===== src/rtl/qcev_pkg.sv =====
`timescale 1ns / 1ps
// ----------------------------------------------------------------------------
// qcev_pkg
// Shared widths, register indexes and divider handshake types for the
// encoder count extension and velocity core.
// ----------------------------------------------------------------------------
package qcev_pkg;

  localparam int unsigned TIMER_W  = 16;
  localparam int unsigned TIME_W   = 32;
  localparam int unsigned TICK_W   = 32;
  localparam int unsigned DIST_W   = 48;
  localparam int unsigned RELOAD_W = 16;
  localparam int unsigned DPT_W    = 32;
  localparam int unsigned WRAP_W   = 16;
  localparam int unsigned CFG_IDX_W  = 8;
  localparam int unsigned CFG_DATA_W = 32;

  // |1000 * tick change| stays below 2^42
  localparam int unsigned DIV_W     = 42;
  localparam int unsigned DIV_CNT_W = 6;
  localparam int unsigned DEN_W     = 32;

  localparam logic [CFG_IDX_W-1:0] REG_RELOAD = 8'd0;
  localparam logic [CFG_IDX_W-1:0] REG_DPT    = 8'd1;

  localparam logic [RELOAD_W-1:0] RELOAD_RST = 16'hFFFF;
  localparam logic [DPT_W-1:0]    DPT_RST    = 32'h0001_0000;

  localparam logic signed [10:0] MS_PER_S = 11'sd1000;

  localparam logic [TICK_W-1:0] SPEED_MAX = 32'h7FFF_FFFF;
  localparam logic [TICK_W-1:0] SPEED_MIN = 32'h8000_0000;
  localparam logic [DIST_W-1:0] DIST_MAX  = 48'h7FFF_FFFF_FFFF;
  localparam logic [DIST_W-1:0] DIST_MIN  = 48'h8000_0000_0000;

  localparam logic signed [WRAP_W-1:0] WRAP_MAX = 16'sh7FFF;
  localparam logic signed [WRAP_W-1:0] WRAP_MIN = 16'sh8000;

  typedef struct packed {
    logic             start;
    logic [DIV_W-1:0] num;
    logic [DEN_W-1:0] den;
  } div_req_t;

  typedef struct packed {
    logic             done;
    logic [DIV_W-1:0] quot;
  } div_rsp_t;

endpackage


===== src/rtl/qcev_if.sv =====
`timescale 1ns / 1ps
// ----------------------------------------------------------------------------
// qcev channel interfaces
// Valid/ready channels for event beats, result beats and register writes.
// ----------------------------------------------------------------------------
interface qcev_in_if;
  logic                              valid;
  logic                              ready;
  logic                              operation;
  logic                              side;
  logic [qcev_pkg::TIMER_W-1:0]      timer_count;
  logic [qcev_pkg::TIMER_W-1:0]      capture_compare;
  logic [qcev_pkg::TIME_W-1:0]       time_ms;

  modport source (output valid, operation, side, timer_count, capture_compare, time_ms,
                  input ready);
  modport sink (input valid, operation, side, timer_count, capture_compare, time_ms,
                output ready);
endinterface

interface qcev_out_if;
  logic                              valid;
  logic                              ready;
  logic signed [qcev_pkg::TICK_W-1:0] tick_position;
  logic signed [qcev_pkg::TICK_W-1:0] ticks_per_second;
  logic signed [qcev_pkg::DIST_W-1:0] distance;
  logic                              encoder_side;

  modport source (output valid, tick_position, ticks_per_second, distance, encoder_side,
                  input ready);
  modport sink (input valid, tick_position, ticks_per_second, distance, encoder_side,
                output ready);
endinterface

interface qcev_cfg_if;
  logic                               valid;
  logic                               ready;
  logic [qcev_pkg::CFG_IDX_W-1:0]     index;
  logic [qcev_pkg::CFG_DATA_W-1:0]    data;

  modport source (output valid, index, data, input ready);
  modport sink (input valid, index, data, output ready);
endinterface


===== src/rtl/qcev_div.sv =====
`timescale 1ns / 1ps
// ----------------------------------------------------------------------------
// qcev_div
// Restoring unsigned divider, one quotient bit per cycle.
// ----------------------------------------------------------------------------
module qcev_div (
  input  logic                clk_i,
  input  logic                rst_ni,
  input  qcev_pkg::div_req_t  req_i,
  output qcev_pkg::div_rsp_t  rsp_o
);

  logic                               busy_q;
  logic                               done_q;
  logic [qcev_pkg::DIV_CNT_W-1:0]     cnt_q;
  logic [qcev_pkg::DIV_W-1:0]         num_q;
  logic [qcev_pkg::DEN_W-1:0]         den_q;
  logic [qcev_pkg::DEN_W-1:0]         rem_q;
  logic [qcev_pkg::DEN_W:0]           trial;
  logic [qcev_pkg::DEN_W:0]           diff;
  logic                               qbit;

  assign trial = {rem_q, num_q[qcev_pkg::DIV_W-1]};
  assign diff  = trial - {1'b0, den_q};
  assign qbit  = (trial >= {1'b0, den_q});

  always_ff @(posedge clk_i or negedge rst_ni) begin
    if (!rst_ni) begin
      busy_q <= 1'b0;
      done_q <= 1'b0;
      cnt_q  <= '0;
    end else begin
      done_q <= busy_q && (cnt_q == qcev_pkg::DIV_CNT_W'(1));
      if (req_i.start) begin
        busy_q <= 1'b1;
        cnt_q  <= qcev_pkg::DIV_CNT_W'(qcev_pkg::DIV_W);
      end else if (busy_q) begin
        cnt_q <= cnt_q - qcev_pkg::DIV_CNT_W'(1);
        if (cnt_q == qcev_pkg::DIV_CNT_W'(1)) begin
          busy_q <= 1'b0;
        end
      end
    end
  end

  always_ff @(posedge clk_i) begin
    if (req_i.start) begin
      num_q <= req_i.num;
      den_q <= req_i.den;
      rem_q <= '0;
    end else if (busy_q) begin
      num_q <= {num_q[qcev_pkg::DIV_W-2:0], qbit};
      rem_q <= qbit ? diff[qcev_pkg::DEN_W-1:0] : trial[qcev_pkg::DEN_W-1:0];
    end
  end

  assign rsp_o.done = done_q;
  assign rsp_o.quot = num_q;

endmodule


===== src/rtl/quadrature_count_extend_velocity_core.sv =====
`timescale 1ns / 1ps
// ----------------------------------------------------------------------------
// quadrature_count_extend_velocity_core
// Two-side encoder count extension with speed and distance reporting.
// ----------------------------------------------------------------------------
// Usage:
//   in_i  : event beats. operation 0 is a timer wrap, which nudges that side's
//           wrap count toward the compare value and gives no result beat.
//           operation 1 is a sample, which gives one beat on res_o.
//   res_o : tick position, ticks per second, Q32.16 distance, side echo.
//   cfg_i : register writes (0 reload value, 1 distance per tick), always
//           ready; write only while no sample is in flight.
// Timing:
//   a wrap beat is absorbed while the core stays idle, ready stays high.
//   a sample passes through the extend, multiply and divider start steps,
//   then the divider steps, then waits to load its result, and the next beat
//   can be taken once that result is loaded; the speed divider retires one
//   quotient bit a cycle, and with zero elapsed time the divider is skipped.
//   in_i is not ready while a sample is in work.
// Stall: the result sits in an output register; the next beat is accepted
//   while it waits, and a finished sample holds until res_o drains.
// Reset: wrap counts, last ticks and last times clear to zero, registers
//   return to reload 65535 and distance per tick 1.0.
// ----------------------------------------------------------------------------
module quadrature_count_extend_velocity_core #(
  parameter int unsigned COUNT_BITS = 16
) (
  input  logic      clk_i,
  input  logic      rst_ni,
  qcev_in_if.sink   in_i,
  qcev_out_if.source res_o,
  qcev_cfg_if.sink  cfg_i
);

  localparam int unsigned CNT_W = (COUNT_BITS < qcev_pkg::TIMER_W) ? COUNT_BITS
                                                                    : qcev_pkg::TIMER_W;
  localparam logic [qcev_pkg::TIMER_W:0]   CNT_ONE  = 17'd1;
  localparam logic [qcev_pkg::TIMER_W-1:0] CNT_MASK =
    qcev_pkg::TIMER_W'((CNT_ONE << CNT_W) - CNT_ONE);

  localparam logic [2:0] ST_IDLE  = 3'd0;
  localparam logic [2:0] ST_EXT   = 3'd1;
  localparam logic [2:0] ST_MUL   = 3'd2;
  localparam logic [2:0] ST_START = 3'd3;
  localparam logic [2:0] ST_DIV   = 3'd4;
  localparam logic [2:0] ST_DONE  = 3'd5;

  logic [2:0] state_q, state_d;

  logic [qcev_pkg::RELOAD_W-1:0]           reload_q;
  logic [qcev_pkg::DPT_W-1:0]              dpt_q;
  logic signed [qcev_pkg::WRAP_W-1:0]      wrap_q [2];
  logic [qcev_pkg::TICK_W-1:0]             last_ticks_q [2];
  logic [qcev_pkg::TIME_W-1:0]             last_time_q [2];

  logic                                    side_q;
  logic [qcev_pkg::TIMER_W-1:0]            count_q;
  logic [qcev_pkg::TIME_W-1:0]             now_q;
  logic [qcev_pkg::TICK_W-1:0]             ticks_q;
  logic [qcev_pkg::DIV_W-1:0]              mag_q;
  logic                                    neg_q;
  logic                                    dzero_q;
  logic [qcev_pkg::TIME_W-1:0]             elapsed_q;
  logic signed [63:0]                      dprod_q;
  logic [qcev_pkg::DIST_W-1:0]             dist_q;
  logic [qcev_pkg::TICK_W-1:0]             speed_q;

  logic                                    out_valid_q;

  logic                                    in_acc;
  logic [qcev_pkg::TIMER_W-1:0]            count_in;
  logic signed [qcev_pkg::WRAP_W-1:0]      wrap_cur;
  logic signed [qcev_pkg::WRAP_W-1:0]      wrap_next;
  logic signed [32:0]                      wr_prod;
  logic [qcev_pkg::TICK_W-1:0]             ext;
  logic [qcev_pkg::TICK_W-1:0]             ticks_d;
  logic [qcev_pkg::TICK_W-1:0]             last_sel;
  logic signed [32:0]                      delta;
  logic signed [42:0]                      scaled;
  logic [42:0]                             scaled_abs;
  logic signed [63:0]                      dprod;
  logic [qcev_pkg::DIST_W-1:0]             dist_sat;
  logic [qcev_pkg::TICK_W-1:0]             speed_zero;
  logic [qcev_pkg::TICK_W-1:0]             speed_div;
  logic                                    load_out;

  qcev_pkg::div_req_t div_req;
  qcev_pkg::div_rsp_t div_rsp;

  qcev_div u_div (
    .clk_i  (clk_i),
    .rst_ni (rst_ni),
    .req_i  (div_req),
    .rsp_o  (div_rsp)
  );

  assign in_i.ready  = (state_q == ST_IDLE);
  assign cfg_i.ready = 1'b1;
  assign in_acc      = in_i.valid && in_i.ready;
  assign count_in    = in_i.timer_count & CNT_MASK;

  // wrap count step toward the compare value
  always_comb begin
    wrap_cur  = wrap_q[in_i.side];
    wrap_next = wrap_cur;
    if ((in_i.capture_compare > count_in) && (wrap_cur != qcev_pkg::WRAP_MAX)) begin
      wrap_next = wrap_cur + 16'sd1;
    end else if ((in_i.capture_compare < count_in) && (wrap_cur != qcev_pkg::WRAP_MIN)) begin
      wrap_next = wrap_cur - 16'sd1;
    end
  end

  // extended position
  assign wr_prod = wrap_q[side_q] * $signed({1'b0, reload_q});
  assign ext     = wr_prod[31:0] + {16'd0, count_q};
  assign ticks_d = side_q ? (32'd0 - ext) : ext;

  // tick change, scaled change and distance product
  assign last_sel   = last_ticks_q[side_q];
  assign delta      = $signed({ticks_q[31], ticks_q}) - $signed({last_sel[31], last_sel});
  assign scaled     = delta * qcev_pkg::MS_PER_S;
  assign scaled_abs = scaled[42] ? (43'd0 - scaled) : scaled;
  assign dprod      = $signed(ticks_q) * $signed({1'b0, dpt_q});

  always_comb begin
    if (!dprod_q[63] && (dprod_q[62:47] != 16'h0000)) begin
      dist_sat = qcev_pkg::DIST_MAX;
    end else if (dprod_q[63] && (dprod_q[62:47] != 16'hFFFF)) begin
      dist_sat = qcev_pkg::DIST_MIN;
    end else begin
      dist_sat = dprod_q[47:0];
    end
  end

  always_comb begin
    if (dzero_q) begin
      speed_zero = '0;
    end else if (neg_q) begin
      speed_zero = qcev_pkg::SPEED_MIN;
    end else begin
      speed_zero = qcev_pkg::SPEED_MAX;
    end
  end

  always_comb begin
    if (neg_q) begin
      if ((div_rsp.quot[41:32] != '0) || (div_rsp.quot[31] && (div_rsp.quot[30:0] != '0))) begin
        speed_div = qcev_pkg::SPEED_MIN;
      end else begin
        speed_div = 32'd0 - div_rsp.quot[31:0];
      end
    end else if (div_rsp.quot[41:31] != '0) begin
      speed_div = qcev_pkg::SPEED_MAX;
    end else begin
      speed_div = div_rsp.quot[31:0];
    end
  end

  assign div_req.start = (state_q == ST_START) && (elapsed_q != '0);
  assign div_req.num   = mag_q;
  assign div_req.den   = elapsed_q;

  assign load_out = (state_q == ST_DONE) && (!out_valid_q || res_o.ready);

  always_comb begin
    state_d = state_q;
    case (state_q)
      ST_IDLE: begin
        if (in_acc && in_i.operation) begin
          state_d = ST_EXT;
        end
      end
      ST_EXT:   state_d = ST_MUL;
      ST_MUL:   state_d = ST_START;
      ST_START: state_d = (elapsed_q == '0) ? ST_DONE : ST_DIV;
      ST_DIV: begin
        if (div_rsp.done) begin
          state_d = ST_DONE;
        end
      end
      ST_DONE: begin
        if (load_out) begin
          state_d = ST_IDLE;
        end
      end
      default:  state_d = ST_IDLE;
    endcase
  end

  always_ff @(posedge clk_i or negedge rst_ni) begin
    if (!rst_ni) begin
      state_q         <= ST_IDLE;
      reload_q        <= qcev_pkg::RELOAD_RST;
      dpt_q           <= qcev_pkg::DPT_RST;
      wrap_q[0]       <= '0;
      wrap_q[1]       <= '0;
      last_ticks_q[0] <= '0;
      last_ticks_q[1] <= '0;
      last_time_q[0]  <= '0;
      last_time_q[1]  <= '0;
      out_valid_q     <= 1'b0;
    end else begin
      state_q <= state_d;
      if (cfg_i.valid && cfg_i.ready) begin
        if (cfg_i.index == qcev_pkg::REG_RELOAD) begin
          reload_q <= cfg_i.data[qcev_pkg::RELOAD_W-1:0];
        end else if (cfg_i.index == qcev_pkg::REG_DPT) begin
          dpt_q <= cfg_i.data[qcev_pkg::DPT_W-1:0];
        end
      end
      if (in_acc && !in_i.operation) begin
        wrap_q[in_i.side] <= wrap_next;
      end
      if (load_out) begin
        last_ticks_q[side_q] <= ticks_q;
        last_time_q[side_q]  <= now_q;
        out_valid_q          <= 1'b1;
      end else if (res_o.ready) begin
        out_valid_q <= 1'b0;
      end
    end
  end

  always_ff @(posedge clk_i) begin
    if (in_acc) begin
      side_q  <= in_i.side;
      count_q <= count_in;
      now_q   <= in_i.time_ms;
    end
    if (state_q == ST_EXT) begin
      ticks_q <= ticks_d;
    end
    if (state_q == ST_MUL) begin
      mag_q     <= scaled_abs[qcev_pkg::DIV_W-1:0];
      neg_q     <= delta[32];
      dzero_q   <= (delta == '0);
      elapsed_q <= now_q - last_time_q[side_q];
      dprod_q   <= dprod;
    end
    if (state_q == ST_START) begin
      dist_q  <= dist_sat;
      speed_q <= speed_zero;
    end
    if ((state_q == ST_DIV) && div_rsp.done) begin
      speed_q <= speed_div;
    end
    if (load_out) begin
      res_o.tick_position    <= ticks_q;
      res_o.ticks_per_second <= speed_q;
      res_o.distance         <= dist_q;
      res_o.encoder_side     <= side_q;
    end
  end

  assign res_o.valid = out_valid_q;

endmodule


===== src/flat_wrapper.sv =====
// flat-port wrapper written by rule: the top's interface ports become plain ports
module quadrature_count_extend_velocity_core_flat 
#(
  parameter int unsigned COUNT_BITS = 16
)
  (clk_i, rst_ni, in_i_valid, in_i_operation, in_i_side, in_i_timer_count, in_i_capture_compare, in_i_time_ms, in_i_ready, res_o_valid, res_o_tick_position, res_o_ticks_per_second, res_o_distance, res_o_encoder_side, res_o_ready, cfg_i_valid, cfg_i_index, cfg_i_data, cfg_i_ready);
  qcev_in_if in_i_i ();
  qcev_out_if res_o_i ();
  qcev_cfg_if cfg_i_i ();
  input  logic clk_i;
  input  logic rst_ni;
  input wire logic [$bits(in_i_i.valid)-1:0] in_i_valid;
  input wire logic [$bits(in_i_i.operation)-1:0] in_i_operation;
  input wire logic [$bits(in_i_i.side)-1:0] in_i_side;
  input wire logic [$bits(in_i_i.timer_count)-1:0] in_i_timer_count;
  input wire logic [$bits(in_i_i.capture_compare)-1:0] in_i_capture_compare;
  input wire logic [$bits(in_i_i.time_ms)-1:0] in_i_time_ms;
  output wire logic [$bits(in_i_i.ready)-1:0] in_i_ready;
  output wire logic [$bits(res_o_i.valid)-1:0] res_o_valid;
  output wire logic [$bits(res_o_i.tick_position)-1:0] res_o_tick_position;
  output wire logic [$bits(res_o_i.ticks_per_second)-1:0] res_o_ticks_per_second;
  output wire logic [$bits(res_o_i.distance)-1:0] res_o_distance;
  output wire logic [$bits(res_o_i.encoder_side)-1:0] res_o_encoder_side;
  input wire logic [$bits(res_o_i.ready)-1:0] res_o_ready;
  input wire logic [$bits(cfg_i_i.valid)-1:0] cfg_i_valid;
  input wire logic [$bits(cfg_i_i.index)-1:0] cfg_i_index;
  input wire logic [$bits(cfg_i_i.data)-1:0] cfg_i_data;
  output wire logic [$bits(cfg_i_i.ready)-1:0] cfg_i_ready;
  assign in_i_i.valid = in_i_valid;
  assign in_i_i.operation = in_i_operation;
  assign in_i_i.side = in_i_side;
  assign in_i_i.timer_count = in_i_timer_count;
  assign in_i_i.capture_compare = in_i_capture_compare;
  assign in_i_i.time_ms = in_i_time_ms;
  assign in_i_ready = in_i_i.ready;
  assign res_o_valid = res_o_i.valid;
  assign res_o_tick_position = res_o_i.tick_position;
  assign res_o_ticks_per_second = res_o_i.ticks_per_second;
  assign res_o_distance = res_o_i.distance;
  assign res_o_encoder_side = res_o_i.encoder_side;
  assign res_o_i.ready = res_o_ready;
  assign cfg_i_i.valid = cfg_i_valid;
  assign cfg_i_i.index = cfg_i_index;
  assign cfg_i_i.data = cfg_i_data;
  assign cfg_i_ready = cfg_i_i.ready;
  quadrature_count_extend_velocity_core #(.COUNT_BITS(COUNT_BITS)) u_core (.clk_i(clk_i), .rst_ni(rst_ni), .in_i(in_i_i), .res_o(res_o_i), .cfg_i(cfg_i_i));
endmodule

===== config.mk =====
export PLATFORM = sky130hd
export DESIGN_NAME = quadrature_count_extend_velocity_core_flat
export DESIGN_NICKNAME = d
export VERILOG_FILES = /design/src/rtl/qcev_pkg.sv /design/src/rtl/qcev_if.sv /design/src/rtl/qcev_div.sv /design/src/rtl/quadrature_count_extend_velocity_core.sv /design/src/flat_wrapper.sv
export SDC_FILE = /design/constraint.sdc
export NUM_CORES = 2
export LEC_CHECK = 0
export BUFFER_PORTS_ARGS = -buffer_cell sky130_fd_sc_hd__buf_2
export CORE_ASPECT_RATIO = 0.8
export CORE_UTILIZATION = 70
export CTS_CLUSTER_SIZE = 30
export DETAILED_ROUTE_END_ITERATION = 16
export PLACE_DENSITY = 0.88
export SETUP_SLACK_MARGIN = 0.3
export SKIP_LAST_GASP = 1
export SYNTH_ARGS = -nofsm -noshare
export SYNTH_HDL_FRONTEND = slang
export SYNTH_SLANG_ARGS = --single-unit

===== constraint.sdc =====
create_clock -name clk_i -period 23.5 [get_ports clk_i]
set_clock_uncertainty 0.05 [all_clocks]
set_input_delay 3.525 -clock clk_i [delete_from_list [all_inputs] [get_ports clk_i]]
set_output_delay 3.525 -clock clk_i [all_outputs]
set_load 0.05 [all_outputs]

* Word level (Yosys, flattened, before mapping)
Index checks and enable logic that the tools add are counted.
** Word-level totals
- Input bits :: 111
- Word-level logic and storage cells :: 148
- Register bits :: 740
- Output and inout bits :: 116
** Operators by class
- Equality and inequality tests :: 13
- Mux-type cells :: 46
- Reduce and logical (&&, ||, !) cells :: 34
- Bitwise logic cells :: 3
- Add/subtract/negate cells :: 10
- Order comparisons :: 7
- Multiply operators :: 3
** Operator list (count)
- 2-to-1 mux 32 bit :: 16
- 2-to-1 mux 16 bit :: 9
- bitwise mux 64 bit :: 2
- 2-to-1 mux 42 bit :: 3
- multiplier 32 x 33 -> 64 bit :: 1
- subtractor 1 x 32 -> 32 bit (first input constant) :: 2
- subtractor 32 bit :: 2
- 2-to-1 mux 48 bit :: 1
- inequality test 16 bit (second input constant) :: 3
- subtractor 1 x 42 -> 42 bit (first input constant) :: 1
- multiplier 33 x 8 -> 40 bit (second input constant) :: 1
- greater-or-equal comparator 33 x 32 -> 1 bit :: 1
- logical NOT 33 bit :: 1
- subtractor 32 x 32 -> 33 bit :: 1
- adder 32 x 16 -> 32 bit :: 1
- bitwise mux 32 bit :: 1
- demux 32 bit (select 1 bit) :: 1
- logical NOT 32 bit :: 1
- multiplier 16 x 17 -> 32 bit :: 1
- nonzero test 32 bit :: 1
- nonzero test 31 bit :: 1
- one-hot mux 3 bit (6 select lines) :: 1
- adder 16 x 2 -> 16 bit (second input constant) :: 1
- demux 16 bit (select 1 bit) :: 1
- other kinds (29) :: 62

* Depth between registers and ports, before layout
- Word-level depth :: 9
- Mapped depth :: 39
- Depth with buffers taken out :: 33

* Cells and area by module
From an unflattened synthesis, not the netlist that was laid out.
** Second synthesis, totals
- Cell total of the unflattened synthesis :: 8501
- Area total of the unflattened synthesis :: 84496.0 µm²
** By module, submodules not included
- quadrature_count_extend_velocity_core :: times used 1, area an instance 77878.4 µm², cells each 7860, sequential area each 17668.2 µm²
- qcev_div :: times used 1, area an instance 6617.6 µm², cells each 641, sequential area each 3062.9 µm²

* Least setup slack after synthesis
OpenSTA, ideal clock, no wires.
- Kind :: input -> register
- From :: input res_o_ready
- To :: register u_core.last_ticks_q[0] (netlist bit)
- Path buffers :: 2
- Arrival time :: 10.212 ns
- Required time :: 23.318 ns
- Library setup time :: 0.132 ns
- Path slack :: 13.106 ns
- Cell stages on the path :: 7
- Cell sequence :: nand2b_1 nor2b_1 nand2_1 clkbuf_1 clkbuf_1 nand2_1 o21ai_0
** Between the ends
- Word-level cells in the longest chain between the ends :: 2
** RTL lines
- from (decl) :: RTL line flat_wrapper.sv:24 : input wire logic [$bits(res_o_i.ready)-1:0] res_o_ready;
- logical OR 1 bit :: RTL line quadrature_count_extend_velocity_core.sv:163 : assign load_out = (state_q == ST_DONE) && (!out_valid_q || res_o.ready);
- logical AND 1 bit :: RTL line quadrature_count_extend_velocity_core.sv:163
- via u_core.load_out :: RTL line quadrature_count_extend_velocity_core.sv:85 : logic load_out;
- to (signal, indexed assignment) :: RTL line quadrature_count_extend_velocity_core.sv:215 : last_ticks_q[side_q] <= ticks_q;
- to (decl) :: RTL line quadrature_count_extend_velocity_core.sv:53 : logic [qcev_pkg::TICK_W-1:0] last_ticks_q [2];
The timed path passes the listed nets, and every way through them passes these cells.
A chain may end at the register's enable or synchronous reset.

* Worst setup path after layout
- From :: register u_core.side_q
- To :: register u_core.mag_q[41] (netlist bit) (data pin)
** Between the ends
- Word-level cells in the longest chain between the ends :: 8
** RTL lines
- from (decl) :: RTL line quadrature_count_extend_velocity_core.sv:56 : logic side_q;
- from (signal assigned) :: RTL line quadrature_count_extend_velocity_core.sv:226 : side_q <= in_i.side;
- inverter 1 -> 2 bit (implied by the code) * :: RTL line quadrature_count_extend_velocity_core.sv:119 : assign last_sel = last_ticks_q[side_q];
- 2-to-1 mux 32 bit (implied by the code) * (3 in series) :: RTL line quadrature_count_extend_velocity_core.sv:119
- subtractor 32 x 32 -> 33 bit * :: RTL line quadrature_count_extend_velocity_core.sv:120 : assign delta = $signed({ticks_q[31], ticks_q}) - $signed({last_sel[31], last_sel});
- multiplier 33 x 8 -> 40 bit * :: RTL line quadrature_count_extend_velocity_core.sv:121 : assign scaled = delta * qcev_pkg::MS_PER_S;
- subtractor 1 x 42 -> 42 bit :: RTL line quadrature_count_extend_velocity_core.sv:122 : assign scaled_abs = scaled[42] ? (43'd0 - scaled) : scaled;
- 2-to-1 mux 42 bit * :: RTL line quadrature_count_extend_velocity_core.sv:122
- via u_core.scaled_abs[41] :: RTL line quadrature_count_extend_velocity_core.sv:80 : logic [42:0] scaled_abs;
- to (signal assigned) :: RTL line quadrature_count_extend_velocity_core.sv:234 : mag_q <= scaled_abs[qcev_pkg::DIV_W-1:0];
- to (decl) :: RTL line quadrature_count_extend_velocity_core.sv:60 : logic [qcev_pkg::DIV_W-1:0] mag_q;
The timed path passes the listed nets; every way through them passes the cells marked *. The select of a mux whose other input is x is not followed.

==> metrics.md <==
| Metric | Value |
|---|---|
| Status | finished clean |
| Post-CTS setup repair buffer count | 0 |
| R2r setup slk | 12,990 ps |
| Switch share | 0.357 |
| CP Buf/Inv Count | 5 |
| Arr. time, crit path | 10,870 ps |
| Drc violations | 0 |
| Fin util | 0.749 |
| Final worst-path cycle share | 0.447 |
| Initial DRC Count | 5,892 |
| Placement Cell Area | 86,400 um2 |
| Antenna violations before repair | 16 |
| Top cell type's share of synthesized area | 0.290 |
| Crit path max-delay cell type | xor2_1 |
| Measured slew at the worst slew-check pin | 1310 ps |
| Leading area contributor after synthesis | fa_1 |
| H-tree depth | 3 |
| Multi-input combinational cell area | 56,000 um2 |
| Combinational power share | 0.345 |
| # resized after CTS | 0 |
| Most common cell in the synthesized netlist | inv_1 |
| Crit-path max FO | 21 |
| Hold Path Depth | 0 |
| Ys Warns | 0 |
| Min cycle time layout | 10,510 ps |
| Ratio of cells with drive above 1 in the final layout | 0.0868 |
| Sequential area share after synthesis | 0.247 |
| Fillers | 7,622 |
| Largest net degree at the start of global routing | 84 |
| Fmax achieved | 95.2 MHz |
| Cts bufs inserted | 77 |
| Clk_lat worst skew | 700 ps |
| Die ar. | 121,000 um2 |
| Max-Cap Viols | 0 |
| Slew headroom | 0.122 |
| Vias in the first global route | 65,600 |
| Net Sw Power | 0.00146 W |
| Mapped Cells | 8,516 |
| Clock power share | 0.306 |
| Static leakage | 41.4 nW |
| Netlist cell types | 98 |
| Routed WL | 213 mm |
| Commonest cells in the synthesized netlist | inv_1 (1,563), nand2_1 (1,250), fa_1 (1,218), ha_1 (620), edfxtp_1 (485) |
| Pins Over Slew Limit | 0 |
| Core Area | 119,000 um2 |
| Clk sink count | 737 |
| Hold-critical path endpoint | u_core.res_o.distance[28] |
| DPL Wire Length | 158 mm |
| Avg Inst Size Synth | 9.86 um2 |
| Die X-Extent | 389 um |
| Netlist Area Pre-Place | 84,000 um2 |
| Initial Utilization | 0.706 |
| Reg power frac | 0.349 |
| I/O Pins | 227 |
| Routed vias/inst | 6.09 |
| RSZ-0062 raised after global routing | false |
| CP Capture Type | flip-flop |
| Congestion Overflow GR | 0 |
| Post-route cell area | 89,000 um2 |
| Setup total negative slack | 0 ps |
| Max VDD drop | 0.113 mV |
| Critical path required time | 23,860 ps |
| Final Net Count | 10,500 |
| Post-synth EDFFs | 485 |
| Synthesis-to-layout area growth | 5.99% |
| Largest cells by area after synthesis | fa_1 (29%), edfxtp_1 (17%), ha_1 (9.2%), inv_1 (7.0%), dfrtp_1 (6.0%) |
| Drt wl/cell | 20.9 um |
| Drt first pass iters | 6 |
| Async SR Flop Fraction | 0.299 |
| Row count | 113 |
| Antenna-violating nets left | 0 |
| Delay-heaviest family, CP | adder cells |
| Root Buffer | clkbuf_16 |
| Max Root-Sink Buffers | 3 |
| R2r endpoint | u_core.mag_q[41] |
| P_int | 0.00264 W |
| Launch point of the worst reg-to-reg path | u_core.side_q |
| PortBufs | 225 |
| Startpoint types | flip-flop |
| Post-synth net total | 10,500 |
| Kind of critical path | flip-flop to flip-flop |
| Setup-failing EPs final | 0 |
| Routed vias | 62,100 |
| Delay of the slowest critical-path stage | 770 ps |
| CTS tree | done |
| First-pass GRT wire length | 343 mm |
| Fin. Hold Viols | 0 |
| Prevailing post-synth register cell | edfxtp_1 |
| Hold Buf Count CTS | 0 |
| Gpl congestion | 0.944 |
| Hold Startpoint | u_core.dist_q[28] |
| Register Area | 20,700 um2 |
| Power Density | 46.1 nW/um2 |
| Hold Crit Class | flip-flop to flip-flop |
| Worst-path clk slew | 60 ps |
| DIE HEIGHT | 312 um |
| GRT Total Usage | 0.359 |
| Flops & latches, synth | 737 |
| Cell count of the worst reg-to-reg path | 31 |
==> layout make-up <==
| class | count | share of cell area |
|---|---|---|
| multi-input cells | 5817 | 0.629 |
| flip-flops and latches | 737 | 0.233 |
| inverters | 1564 | 0.0659 |
| clock buffers | 103 | 0.0242 |
| well taps | 1610 | 0.0226 |
| repair buffers | 320 | 0.0208 |
| clock inverters | 39 | 0.00448 |
| diodes | 10 | 0.000281 |
==> cell usage in the layout (no fill, tap or decap), types with 82 or more instances in the layout <==
cell type / n
a21o_1: 139
a21oi_1: 263
and2_1: 306
buf_2: 224
buf_4: 95
dfrtp_1: 203
edfxtp_1: 485
fa_1: 1218
ha_1: 620
inv_1: 1561
mux2_2: 200
mux2i_1: 105
nand2_1: 1249
nor2_1: 207
nor2b_1: 99
o21a_1: 82
o21ai_0: 210
xnor2_1: 247
xor2_1: 109
==> through the flow <==
step,cells,hold WS (ps),worst slack [ps],power (W)
final,10200,368,12990,0.00410
after global routing,10200,371,12540,0.00432
after CTS,10200,368,13160,0.00408
after detailed placement,10000,355,13270,0.00282
after global placement,10000,351,13420,0.00277
after floorplan,8516,350,13110,0.00240
==> flip-flops by register name (all words and copies together), names as in the netlist, 3 cells and up <==
signal                         cells
u_core.elapsed_q                  32
u_core.res_o.distance             48
u_core.u_div.rem_q                32
u_core.res_o.tick_position        32
u_core.ticks_q                    32
u_core.u_div.cnt_q                 6
u_core.now_q                      32
u_core.dist_q                     48
u_core.last_ticks_q               64
u_core.state_q                     3
u_core.u_div.num_q                42
u_core.last_time_q                64
u_core.count_q                    16
u_core.dpt_q                      32
u_core.u_div.den_q                32
u_core.mag_q                      39
u_core.dprod_q                    64
u_core.res_o.ticks_per_second     32
u_core.wrap_q                     32
u_core.speed_q                    32
u_core.reload_q                   16
==> metal layers <==
| metal | GRT usage | wire length (um) | vias to the layer above |
|---|---|---|---|
| li1 | - | - | 27000 |
| met1 | 0.471 | 80100 | 30800 |
| met2 | 0.560 | 97000 | 3520 |
| met3 | 0.0993 | 25300 | 784 |
| met4 | 0.166 | 10300 | 14 |
| met5 | 0 | 109 | - |
==> worst max path at each step <==
stage,startpoint,end,slack (ps),cells past startpoint
2_1_floorplan,res_o_ready,u_core.last_ticks_q[0],13110,7
3_3_place_gp,u_core.side_q,u_core.mag_q[41],13420,31
3_5_place_dp,u_core.side_q,u_core.mag_q[41],13270,31
4_1_cts,u_core.side_q,u_core.mag_q[41],13160,31
5_1_grt,u_core.side_q,u_core.mag_q[41],12540,31
6_report,u_core.side_q,u_core.mag_q[41],12990,31
==> cell families (layout without fill, tap and decap cells) <==
logic type,Yosys count,after routing,share of synthesized area
xor+xnor,358,358,0.0374
compound gates,969,969,0.0745
flops,737,737,0.247
mux,308,308,0.0397
fa+ha+maj,1845,1845,0.383
buf+inv,1962,2026,0.0879
other cells,1,11,0.0000446
simple gates,2336,2336,0.130
==> power by group through the flow <==
| stage | Clock (W) | Combinational [W] | Sequential [W] |
|---|---|---|---|
| 2_1_floorplan | 0 | 0.000947 | 0.00145 |
| 3_3_place_gp | 0 | 0.00131 | 0.00146 |
| 3_5_place_dp | 0 | 0.00137 | 0.00146 |
| 4_1_cts | 0.00127 | 0.00138 | 0.00143 |
| 5_1_grt | 0.00132 | 0.00157 | 0.00143 |
| 6_report | 0.00126 | 0.00142 | 0.00143 |
No activity file was read; power rests on OpenSTA's default activity.
